===== config.mk =====
export PLATFORM = sky130hd
export DESIGN_NAME = job_queue_service_station_core
export DESIGN_NICKNAME = d
export VERILOG_FILES = /design/src/hw/rtl/jqss_pkg.sv /design/src/hw/rtl/jqss_ram.sv /design/src/hw/rtl/jqss_ctrl.sv /design/src/hw/rtl/jqss_dp.sv /design/src/hw/rtl/job_queue_service_station_core.sv
export SDC_FILE = /design/constraint.sdc
export NUM_CORES = 2
export LEC_CHECK = 0
export ABC_AREA = 1
export BUFFER_PORTS_ARGS = -buffer_cell sky130_fd_sc_hd__buf_2
export CAP_MARGIN = 20
export CORE_ASPECT_RATIO = 0.8
export CORE_MARGIN = 2
export CORE_UTILIZATION = 30
export DETAILED_ROUTE_END_ITERATION = 12
export HOLD_SLACK_MARGIN = 0.12
export PLACE_DENSITY_LB_ADDON = 0.2
export SKIP_CTS_REPAIR_TIMING = 1
export SLEW_MARGIN = 10
export SYNTH_ARGS = -nofsm -noshare
export SYNTH_HDL_FRONTEND = slang
export SYNTH_SLANG_ARGS = --single-unit

===== constraint.sdc =====
create_clock -name clk -period 13.9 [get_ports clk]
set_input_delay 2.085 -clock clk [delete_from_list [all_inputs] [get_ports clk]]
set_output_delay 2.085 -clock clk [all_outputs]
set_load 0.03 [all_outputs]

===== src/hw/rtl/jqss_pkg.sv =====
// ----------------------------------------------------------------------------
// jqss_pkg
// Shared types, widths and codes for the job queue service station.
// ----------------------------------------------------------------------------
package jqss_pkg;

  // queue geometry
  localparam int QUEUE_DEPTH = 16;
  localparam int PTR_W       = (QUEUE_DEPTH > 1) ? $clog2(QUEUE_DEPTH) : 1;
  localparam int CNT_W       = $clog2(QUEUE_DEPTH + 1);

  // field widths
  localparam int FUNC_W  = 2;
  localparam int SIZE_W  = 16;
  localparam int NUM_W   = 16;
  localparam int TIME_W  = 32;
  localparam int REM_W   = 17;
  localparam int SUM_W   = 48;
  localparam int DONE_W  = 16;
  localparam int RATE_W  = 16;
  localparam int CFG_IDX_W  = 2;
  localparam int CFG_DATA_W = 32;

  // operation codes
  typedef enum logic [FUNC_W-1:0] {
    FN_ENQUEUE = 2'd0,
    FN_DEQUEUE = 2'd1,
    FN_WORK    = 2'd2,
    FN_TICK    = 2'd3
  } func_t;

  // configuration register indexes
  localparam logic [CFG_IDX_W-1:0] CFG_SERVICE_RATE    = 2'd0;
  localparam logic [CFG_IDX_W-1:0] CFG_TICK_AFTER_WORK = 2'd1;
  localparam logic [CFG_IDX_W-1:0] CFG_START_TIME      = 2'd2;

  // one stored job
  typedef struct packed {
    logic [NUM_W-1:0]  number;
    logic [SIZE_W-1:0] size;
    logic [TIME_W-1:0] entry_time;
  } job_entry_t;

  localparam int ENTRY_W = $bits(job_entry_t);

  // controller to datapath commands
  typedef struct packed {
    logic capture;  // latch the incoming transaction
    logic commit;   // apply the operation and load the result
  } dp_cmd_t;

endpackage


===== src/hw/rtl/jqss_ram.sv =====
// ----------------------------------------------------------------------------
// jqss_ram
// Generic single-write, single-read RAM with registered read data.
// ----------------------------------------------------------------------------
module jqss_ram #(
  parameter int WIDTH = 64,
  parameter int DEPTH = 16,
  parameter int AW    = (DEPTH > 1) ? $clog2(DEPTH) : 1
) (
  input  logic             clk,
  input  logic             wr_en,
  input  logic [AW-1:0]    wr_addr,
  input  logic [WIDTH-1:0] wr_data,
  input  logic [AW-1:0]    rd_addr,
  output logic [WIDTH-1:0] rd_data
);

  logic [WIDTH-1:0] mem [DEPTH];
  logic [WIDTH-1:0] rd_data_r;

  // write port and registered read port
  always_ff @(posedge clk) begin
    if (wr_en) begin
      mem[wr_addr] <= wr_data;
    end
    rd_data_r <= mem[rd_addr];
  end

  assign rd_data = rd_data_r;

endmodule


===== src/hw/rtl/jqss_ctrl.sv =====
// ----------------------------------------------------------------------------
// jqss_ctrl
// Controller: takes one transaction, then commits it once the result
// register is free.
// ----------------------------------------------------------------------------
module jqss_ctrl
  import jqss_pkg::*;
(
  input  logic    clk,
  input  logic    rst_n,
  input  logic    in_valid,
  output logic    in_stall,
  output logic    out_valid,
  input  logic    out_stall,
  output dp_cmd_t cmd
);

  typedef enum logic {
    S_IDLE,
    S_EXEC
  } state_t;

  state_t state_r, state_nxt;
  logic   out_valid_r, out_valid_nxt;
  logic   take;
  logic   commit;

  // handshake decode
  assign take   = (state_r == S_IDLE) && in_valid;
  assign commit = (state_r == S_EXEC) && (!out_valid_r || !out_stall);

  // next state and result valid
  always_comb begin
    state_nxt     = state_r;
    out_valid_nxt = out_valid_r;
    if (out_valid_r && !out_stall) begin
      out_valid_nxt = 1'b0;
    end
    unique case (state_r)
      S_IDLE: begin
        if (take) begin
          state_nxt = S_EXEC;
        end
      end
      S_EXEC: begin
        if (commit) begin
          state_nxt     = S_IDLE;
          out_valid_nxt = 1'b1;
        end
      end
      default: state_nxt = S_IDLE;
    endcase
  end

  // state and registered outputs
  always_ff @(posedge clk) begin
    if (!rst_n) begin
      state_r     <= S_IDLE;
      out_valid_r <= 1'b0;
    end else begin
      state_r     <= state_nxt;
      out_valid_r <= out_valid_nxt;
    end
  end

  assign in_stall    = (state_r != S_IDLE);
  assign out_valid   = out_valid_r;
  assign cmd.capture = take;
  assign cmd.commit  = commit;

endmodule


===== src/hw/rtl/jqss_dp.sv =====
// ----------------------------------------------------------------------------
// jqss_dp
// Datapath: job FIFO, service station, system clock, totals and result
// registers.
// ----------------------------------------------------------------------------
module jqss_dp
  import jqss_pkg::*;
(
  input  logic                  clk,
  input  logic                  rst_n,
  input  dp_cmd_t               cmd,
  input  logic [FUNC_W-1:0]     in_func,
  input  logic [SIZE_W-1:0]     in_job_size,
  input  logic                  cfg_we,
  input  logic [CFG_IDX_W-1:0]  cfg_index,
  input  logic [CFG_DATA_W-1:0] cfg_data,
  output logic                  out_accepted,
  output logic [CNT_W-1:0]      out_queue_length,
  output logic                  out_station_open,
  output logic                  out_job_done,
  output logic [NUM_W-1:0]      out_job_number,
  output logic [TIME_W-1:0]     out_queue_time,
  output logic [TIME_W-1:0]     out_service_time,
  output logic [SUM_W-1:0]      out_total_queue_time,
  output logic [SUM_W-1:0]      out_total_service_time,
  output logic [DONE_W-1:0]     out_completed_count,
  output logic [TIME_W-1:0]     out_system_time
);

  // configuration
  logic [RATE_W-1:0] rate_r;
  logic              tick_r;

  // captured transaction
  func_t             func_r;
  logic [SIZE_W-1:0] size_r;

  // queue and station state
  logic [PTR_W-1:0]  head_r, head_nxt;
  logic [PTR_W-1:0]  tail_r, tail_nxt;
  logic [CNT_W-1:0]  count_r, count_nxt;
  logic [TIME_W-1:0] clock_r, clock_nxt;
  logic [NUM_W-1:0]  job_cnt_r, job_cnt_nxt;
  logic [NUM_W-1:0]  held_num_r, held_num_nxt;
  logic [REM_W-1:0]  held_rem_r, held_rem_nxt;
  logic [TIME_W-1:0] held_entry_r, held_entry_nxt;
  logic [TIME_W-1:0] held_start_r, held_start_nxt;
  logic              idle_r, idle_nxt;
  logic [SUM_W-1:0]  sum_q_r, sum_q_nxt;
  logic [SUM_W-1:0]  sum_s_r, sum_s_nxt;
  logic [DONE_W-1:0] done_cnt_r, done_cnt_nxt;

  // result registers
  logic              res_acc_r, res_acc_nxt;
  logic              res_done_r, res_done_nxt;
  logic [NUM_W-1:0]  res_num_r, res_num_nxt;
  logic [TIME_W-1:0] res_qt_r, res_qt_nxt;
  logic [TIME_W-1:0] res_st_r, res_st_nxt;

  // helpers
  job_entry_t        head_entry;
  job_entry_t        wr_entry;
  logic [ENTRY_W-1:0] rd_word;
  logic              ram_we;
  logic [NUM_W-1:0]  job_cnt_inc;
  logic [TIME_W-1:0] clock_work;
  logic [TIME_W-1:0] qtime;
  logic [TIME_W-1:0] stime;
  logic [SUM_W:0]    sum_q_wide;
  logic [SUM_W:0]    sum_s_wide;
  logic              full;
  logic              fin;

  // job store
  jqss_ram #(
    .WIDTH (ENTRY_W),
    .DEPTH (QUEUE_DEPTH),
    .AW    (PTR_W)
  ) u_store (
    .clk     (clk),
    .wr_en   (ram_we),
    .wr_addr (tail_r),
    .wr_data (wr_entry),
    .rd_addr (head_r),
    .rd_data (rd_word)
  );

  assign head_entry = job_entry_t'(rd_word);

  // common arithmetic
  assign full        = (count_r == CNT_W'(QUEUE_DEPTH));
  assign job_cnt_inc = job_cnt_r + NUM_W'(1);
  assign clock_work  = clock_r + TIME_W'(tick_r);
  assign fin         = ({1'b0, rate_r} >= held_rem_r);
  assign qtime       = held_start_r - held_entry_r;
  assign stime       = clock_work - held_start_r;
  assign sum_q_wide  = {1'b0, sum_q_r} + {{(SUM_W + 1 - TIME_W){1'b0}}, qtime};
  assign sum_s_wide  = {1'b0, sum_s_r} + {{(SUM_W + 1 - TIME_W){1'b0}}, stime};

  assign wr_entry.number     = job_cnt_inc;
  assign wr_entry.size       = size_r;
  assign wr_entry.entry_time = clock_r;
  assign ram_we = cmd.commit && (func_r == FN_ENQUEUE) && !full;

  // operation decode
  always_comb begin
    head_nxt       = head_r;
    tail_nxt       = tail_r;
    count_nxt      = count_r;
    clock_nxt      = clock_r;
    job_cnt_nxt    = job_cnt_r;
    held_num_nxt   = held_num_r;
    held_rem_nxt   = held_rem_r;
    held_entry_nxt = held_entry_r;
    held_start_nxt = held_start_r;
    idle_nxt       = idle_r;
    sum_q_nxt      = sum_q_r;
    sum_s_nxt      = sum_s_r;
    done_cnt_nxt   = done_cnt_r;
    res_acc_nxt    = 1'b0;
    res_done_nxt   = 1'b0;
    res_num_nxt    = '0;
    res_qt_nxt     = '0;
    res_st_nxt     = '0;
    unique case (func_r)
      FN_ENQUEUE: begin
        if (!full) begin
          job_cnt_nxt = job_cnt_inc;
          tail_nxt    = (tail_r == PTR_W'(QUEUE_DEPTH - 1)) ? '0 : tail_r + PTR_W'(1);
          count_nxt   = count_r + CNT_W'(1);
          res_acc_nxt = 1'b1;
          res_num_nxt = job_cnt_inc;
        end
      end
      FN_DEQUEUE: begin
        if ((count_r != '0) && idle_r) begin
          head_nxt       = (head_r == PTR_W'(QUEUE_DEPTH - 1)) ? '0 : head_r + PTR_W'(1);
          count_nxt      = count_r - CNT_W'(1);
          held_num_nxt   = head_entry.number;
          held_rem_nxt   = {1'b0, head_entry.size};
          held_entry_nxt = head_entry.entry_time;
          held_start_nxt = clock_r;
          idle_nxt       = 1'b0;
          res_acc_nxt    = 1'b1;
          res_num_nxt    = head_entry.number;
        end
      end
      FN_WORK: begin
        if (!idle_r) begin
          res_acc_nxt = 1'b1;
          clock_nxt   = clock_work;
          if (fin) begin
            res_done_nxt   = 1'b1;
            res_num_nxt    = held_num_r;
            res_qt_nxt     = qtime;
            res_st_nxt     = stime;
            sum_q_nxt      = sum_q_wide[SUM_W] ? '1 : sum_q_wide[SUM_W-1:0];
            sum_s_nxt      = sum_s_wide[SUM_W] ? '1 : sum_s_wide[SUM_W-1:0];
            done_cnt_nxt   = (done_cnt_r != '1) ? done_cnt_r + DONE_W'(1) : done_cnt_r;
            held_num_nxt   = '0;
            held_rem_nxt   = '0;
            held_entry_nxt = '0;
            held_start_nxt = '0;
            idle_nxt       = 1'b1;
          end else begin
            held_rem_nxt = held_rem_r - {1'b0, rate_r};
          end
        end
      end
      FN_TICK: begin
        clock_nxt = clock_r + TIME_W'(1);
      end
      default: begin
        clock_nxt = clock_r;
      end
    endcase
  end

  // captured transaction, no reset needed
  always_ff @(posedge clk) begin
    if (cmd.capture) begin
      func_r <= func_t'(in_func);
      size_r <= in_job_size;
    end
  end

  // result payload registers
  always_ff @(posedge clk) begin
    if (cmd.commit) begin
      res_acc_r  <= res_acc_nxt;
      res_done_r <= res_done_nxt;
      res_num_r  <= res_num_nxt;
      res_qt_r   <= res_qt_nxt;
      res_st_r   <= res_st_nxt;
    end
  end

  // configuration registers and block state
  always_ff @(posedge clk) begin
    if (!rst_n) begin
      rate_r       <= RATE_W'(1);
      tick_r       <= 1'b0;
      head_r       <= '0;
      tail_r       <= '0;
      count_r      <= '0;
      clock_r      <= '0;
      job_cnt_r    <= '0;
      held_num_r   <= '0;
      held_rem_r   <= '0;
      held_entry_r <= '0;
      held_start_r <= '0;
      idle_r       <= 1'b1;
      sum_q_r      <= '0;
      sum_s_r      <= '0;
      done_cnt_r   <= '0;
    end else begin
      if (cmd.commit) begin
        head_r       <= head_nxt;
        tail_r       <= tail_nxt;
        count_r      <= count_nxt;
        clock_r      <= clock_nxt;
        job_cnt_r    <= job_cnt_nxt;
        held_num_r   <= held_num_nxt;
        held_rem_r   <= held_rem_nxt;
        held_entry_r <= held_entry_nxt;
        held_start_r <= held_start_nxt;
        idle_r       <= idle_nxt;
        sum_q_r      <= sum_q_nxt;
        sum_s_r      <= sum_s_nxt;
        done_cnt_r   <= done_cnt_nxt;
      end
      // user writes registers only with no transaction in flight (unchecked)
      if (cfg_we) begin
        unique case (cfg_index)
          CFG_SERVICE_RATE:    rate_r  <= cfg_data[RATE_W-1:0];
          CFG_TICK_AFTER_WORK: tick_r  <= cfg_data[0];
          CFG_START_TIME:      clock_r <= cfg_data[TIME_W-1:0];
          default:             rate_r  <= rate_r;
        endcase
      end
    end
  end

  // outputs: per-step fields from result registers, the rest from state
  assign out_accepted           = res_acc_r;
  assign out_job_done           = res_done_r;
  assign out_job_number         = res_num_r;
  assign out_queue_time         = res_qt_r;
  assign out_service_time       = res_st_r;
  assign out_queue_length       = count_r;
  assign out_station_open       = idle_r;
  assign out_total_queue_time   = sum_q_r;
  assign out_total_service_time = sum_s_r;
  assign out_completed_count    = done_cnt_r;
  assign out_system_time        = clock_r;

endmodule


===== src/hw/rtl/job_queue_service_station_core.sv =====
// ----------------------------------------------------------------------------
// job_queue_service_station_core
// Single-server FIFO job queue with a service station and system clock.
//
// Input channel (in_valid/in_stall) carries one operation per transaction:
// enqueue, dequeue into the station, work step or time tick. Every input
// transaction produces exactly one result transaction on out_valid/out_stall.
// Configuration writes (cfg_valid/cfg_ready, cfg_index, cfg_data) set the
// service rate, the tick-on-work flag and the start time, which also loads
// the system clock. cfg_ready is always high; write only while idle.
// The input is captured into the transaction registers when accepted;
// the result registers and out_valid load at the commit, which waits until
// the result register is free. A new input is not taken before the last one
// commits; the job store is a RAM with a registered read port, so the head
// entry is read in the accept cycle and used in the commit cycle.
// Reset clears the queue, empties the station, zeroes the totals and loads
// the clock with zero. A stalled result holds; one further input transaction
// may be taken meanwhile and waits, stalling the input, until the result
// register is free.
// ----------------------------------------------------------------------------
module job_queue_service_station_core
  import jqss_pkg::*;
(
  input  logic                  clk,
  input  logic                  rst_n,
  // input channel
  input  logic                  in_valid,
  output logic                  in_stall,
  input  logic [FUNC_W-1:0]     in_func,
  input  logic [SIZE_W-1:0]     in_job_size,
  // result channel
  output logic                  out_valid,
  input  logic                  out_stall,
  output logic                  out_accepted,
  output logic [CNT_W-1:0]      out_queue_length,
  output logic                  out_station_open,
  output logic                  out_job_done,
  output logic [NUM_W-1:0]      out_job_number,
  output logic [TIME_W-1:0]     out_queue_time,
  output logic [TIME_W-1:0]     out_service_time,
  output logic [SUM_W-1:0]      out_total_queue_time,
  output logic [SUM_W-1:0]      out_total_service_time,
  output logic [DONE_W-1:0]     out_completed_count,
  output logic [TIME_W-1:0]     out_system_time,
  // configuration write channel
  input  logic                  cfg_valid,
  output logic                  cfg_ready,
  input  logic [CFG_IDX_W-1:0]  cfg_index,
  input  logic [CFG_DATA_W-1:0] cfg_data
);

  dp_cmd_t cmd;

  // register writes are always taken
  assign cfg_ready = 1'b1;

  // controller
  jqss_ctrl u_ctrl (
    .clk       (clk),
    .rst_n     (rst_n),
    .in_valid  (in_valid),
    .in_stall  (in_stall),
    .out_valid (out_valid),
    .out_stall (out_stall),
    .cmd       (cmd)
  );

  // datapath
  jqss_dp u_dp (
    .clk                    (clk),
    .rst_n                  (rst_n),
    .cmd                    (cmd),
    .in_func                (in_func),
    .in_job_size            (in_job_size),
    .cfg_we                 (cfg_valid && cfg_ready),
    .cfg_index              (cfg_index),
    .cfg_data               (cfg_data),
    .out_accepted           (out_accepted),
    .out_queue_length       (out_queue_length),
    .out_station_open       (out_station_open),
    .out_job_done           (out_job_done),
    .out_job_number         (out_job_number),
    .out_queue_time         (out_queue_time),
    .out_service_time       (out_service_time),
    .out_total_queue_time   (out_total_queue_time),
    .out_total_service_time (out_total_service_time),
    .out_completed_count    (out_completed_count),
    .out_system_time        (out_system_time)
  );

endmodule

==> results by group <==
Synth
  • Seq/Total Area, Yosys: roughly 59%
  • Synth Instances: ~7300
  • Syn avg cell area: 9.484 sq um
  • Largest cells by area after synthesis: edfxtp_1 48%, dfxtp_1 10%, nand2_1 8.2%
  • Yosys top cell area share: approximately 48%
  • Synth Warn #: 0
  • Top cell type by total area after synthesis: edfxtp_1
  • Most used DFF post-synth: edfxtp_1
  • FF+latch count, synth: 1478
  • Number of synthesized flops with an enable pin: about 1100
  • Distinct cells, synth: 52
  • Syn_nets: 7562
  • Synthesized area: 0.06960 sq mm
  • Ys async rst share: 0%

Floorplan
  • Core ar.: 0.2313 sq mm
  • IO Pins: approximately 290
  • DIE HEIGHT: 434.8 um
  • Initial Util: 30.09%
  • Chip width: 542.5 um
  • Die area: 0.2359 sq mm
  • Core Rows: 158

GRT
  • Largest net degree at the start of global routing: 176
  • Initial antenna violation count: 29
  • Vias in the first global route: 51170
  • Gr usage total: 20.37%
  • GRT overflow: 0
  • Global-route wire length before repair: 356.4 mm

Routing
  • WL met1: between 100 and 150 mm
  • DR vias/cell: 5.031
  • Pre-antenna DRT Iters: 5
  • DR iter-0 viols: 5053
  • DRC viols: 0
  • Wire per inst: 22.87 um
  • Routed via count: 54080
  • Post-DRT Antenna Nets: 0
  • Met2 Wirelength: 106.3 mm
  • Routed wl met3: 16.79 mm
  • Final Routed Wirelength: 245.8 mm
  • Top layer in use: met5

Timing
  • Worst-margin pin slew: 1.194 ns
  • Total negative slack: 0 ns
  • Slew Limit Fails: 0
  • Clock skew: roughly 0.048 ns
  • Final Cycle Share: 43.99%
  • Crit path time final: 6.115 ns
  • Slew HR: 19.54%
  • Fmax: 0.1635 GHz
  • Hold Fails Final Rpt: 0
  • RSZ-0062 raised after global routing: false
  • Final setup fails: 0

Cells and area
  • Share of cells above drive strength 1: 8.866%
  • Final nets: 7790
  • Syn-to-layout area delta: 14.79%
  • # fillers: 23640

Worst hold path
  • Worst Hold Class: flop to flop
  • Worst Min Path Start: u_dp.u_store.rd_data[9]
  • Endpoint of the worst hold path: u_dp.held_entry_r[9]
  • Worst hold path cell count: 2

Worst setup path
  • Crit end category: flop
  • Critical-path top delay cell: dfxtp_1
  • Critical R2R Capture: u_dp.out_total_service_time[38]
  • Most used cell, CP: nand2_1
  • Req. time, crit path: approximately 15 ns
  • CP Class: flop to flop
  • R2R cell count: 25
  • Max stage delay on crit path: approximately 1.0 ns
  • Critical path launch point type: flop
  • R2r startpoint: u_dp.out_system_time[17]
  • CP Max Fanout: 22
  • Worst Path Arrival: 6.77 ns
  • Reg2Reg Setup Slack: 7.78 ns

Clock tree
  • Cts bufs inserted: 163
  • Later-pin clock latency in the skew report: roughly 0.83 ns
  • Clk slew on worst S/H paths: 0.06 ns
  • Clk sink count: 1478
  • CTS tree: built
  • Root Driver: clkbuf_16
  • Htree depth: 4
  • CTS Buffer Depth: 3

Power and ir drop
  • Pwr Density: 125.6 mW/mm^2
  • Static Leak: just over 30 nW
  • VDD IR-drop max: approximately 0.14 mV
  • Power Total: 10.04 mW

Status
  • Outcome: complete, no violations

Placed design
  • # port buffers: slightly below 300
  • DP Wirelength: 164.5 mm
  • Placer Congestion: 0.9665

Job
  • Max-cap violations: 0
## worst max path at each step
stage | depth (start not counted) | startpoint | slack (ns) | endpoint
after global routing | 35 | u_dp.out_system_time[0] | 7.19 | u_dp.out_total_service_time[34]
final | 25 | u_dp.out_system_time[17] | 7.78 | u_dp.out_total_service_time[38]
after global placement | 10 | out_stall | 7.83 | u_dp.u_store.mem[4][3]
after detailed placement | 10 | out_stall | 7.75 | u_dp.u_store.mem[4][3]
after CTS | 25 | u_dp.out_system_time[17] | 7.87 | u_dp.out_total_service_time[35]
after floorplan | 7 | out_stall | 4.81 | u_dp.u_store.mem[7][0]
## sequential cells by signal, summed over array words and instances, names as in the netlist, 2 cells and up
signal / cells
u_dp.out_total_queue_time: 48
u_dp.held_start_r: 32
u_dp.func_r: 2
u_dp.head_r: 4
u_dp.size_r: 16
u_dp.out_service_time: 32
u_dp.out_queue_time: 32
u_dp.rate_r: 16
u_dp.held_rem_r: 17
u_dp.held_num_r: 16
u_dp.out_queue_length: 5
u_dp.u_store.rd_data: 64
u_dp.held_entry_r: 32
u_dp.out_system_time: 32
u_dp.tail_r: 4
u_dp.out_total_service_time: 48
u_dp.out_completed_count: 16
u_dp.out_job_number: 16
u_dp.u_store.mem: 1024
u_dp.job_cnt_r: 16
## power breakdown
group | switching [mW] | total (mW) | internal [mW]
Combinational | 0.616 | 0.849 | 0.232
Sequential | 0.0462 | 4.84 | 4.79
Clock | 1.88 | 4.35 | 2.47
Total | 2.54 | 10.0 | 7.50
## synthesized netlist by cell type, drive strengths merged (82+ instances only)
cell / n
nand2: 1524
edfxtp: 1124
nor2: 1054
inv: 738
o21ai: 492
a21oi: 390
nand3: 362
dfxtp: 354
clkbuf: 237
o32ai: 162
ha: 160
xor2: 121
mux2i: 101
o221ai: 101
nor3: 92
buf: 82
## cells by family (layout without fill, tap and decap cells)
family | after synthesis | after routing | share of synthesized area [%]
multiplexers | 101 | 101 | 1.453
other | 1 | 6 | 0.005388
flip-flops | 1478 | 1478 | 58.68
AO/OA/AOI/OAI | 1262 | 1262 | 10.89
buffers and inverters | 1059 | 1424 | 5.941
XOR/XNOR | 153 | 153 | 1.925
adder cells (fa/ha/maj) | 166 | 166 | 3.049
AND/OR/NAND/NOR | 3119 | 3119 | 18.06
## through the flow
step | instances | setup slack, ns | area, sq um | hold WS (ns) | util (%)
6_report | 10750 | 7.785 | 79900 | 0.4309 | 34.54
5_1_grt | 10750 | 7.189 | 79890 | 0.4638 | 34.54
4_1_cts | 10740 | 7.872 | 79830 | 0.4411 | 34.51
3_5_place_dp | 10440 | 7.754 | 74460 | 0.4460 | 32.19
3_3_place_gp | 10440 | 7.835 | 74460 | 0.4415 | 32.19
2_1_floorplan | 7339 | 4.807 | 69600 | 0.4274 | -
## critical path: cells and delay by family, from the launching register on
| kind | cells | cell delay [ns] |
|---|---|---|
| AOI/OAI and AO/OA | 2 | 0.23 |
| xor gates and xnor gates | 2 | 0.39 |
| and+or+nand+nor | 17 | 2.85 |
| buffers and inverters | 2 | 0.64 |
| DFF | 1 | 1.02 |
| adders and majority gates | 2 | 0.81 |
## layout by cell type, fill, tap and decap left out, drive strengths merged, types with 7 or more instances in the layout
master  Yosys  final
a21o       16     16
a21oi     390    390
a31oi      22     22
and2        7      7
buf        82    381
bufinv      0      8
clkbuf    237    235
clkinv      2     51
dfxtp     354    354
edfxtp   1124   1124
ha        160    160
inv       738    746
mux2i     101    101
nand2    1524   1524
nand3     362    362
nand4      49     49
nor2     1054   1054
nor3       92     92
nor4       11     11
o211ai     38     38
o21ai     492    492
o21bai     13     13
o221ai    101    101
o32ai     162    162
or2        14     14
xnor2      32     32
xor2      121    121
## routing by layer
metal / global-route usage [%] / up-vias
met4: 4.598 / 26
met5: 0 / -
met2: 30.58 / 1591
li1: - / 25590
met1: 29.86 / 26620
met3: 4.248 / 256
## final cells by class
type                            count  area (sq um)  share of cell area, %
Antenna cell                        5         12.51                0.01566
Sequential cell                  1478         40850                  51.13
Clock buffer                      234          4588                  5.743
Timing Repair Buffer              382          2247                  2.813
Multi-Input combinational cell   4802         24820                  31.07
Tap cell                         3040          3804                  4.761
Inverter                          740          2796                  3.500
Clock inverter                     68         774.5                 0.9694
No activity file was read; power rests on OpenSTA's default activity.
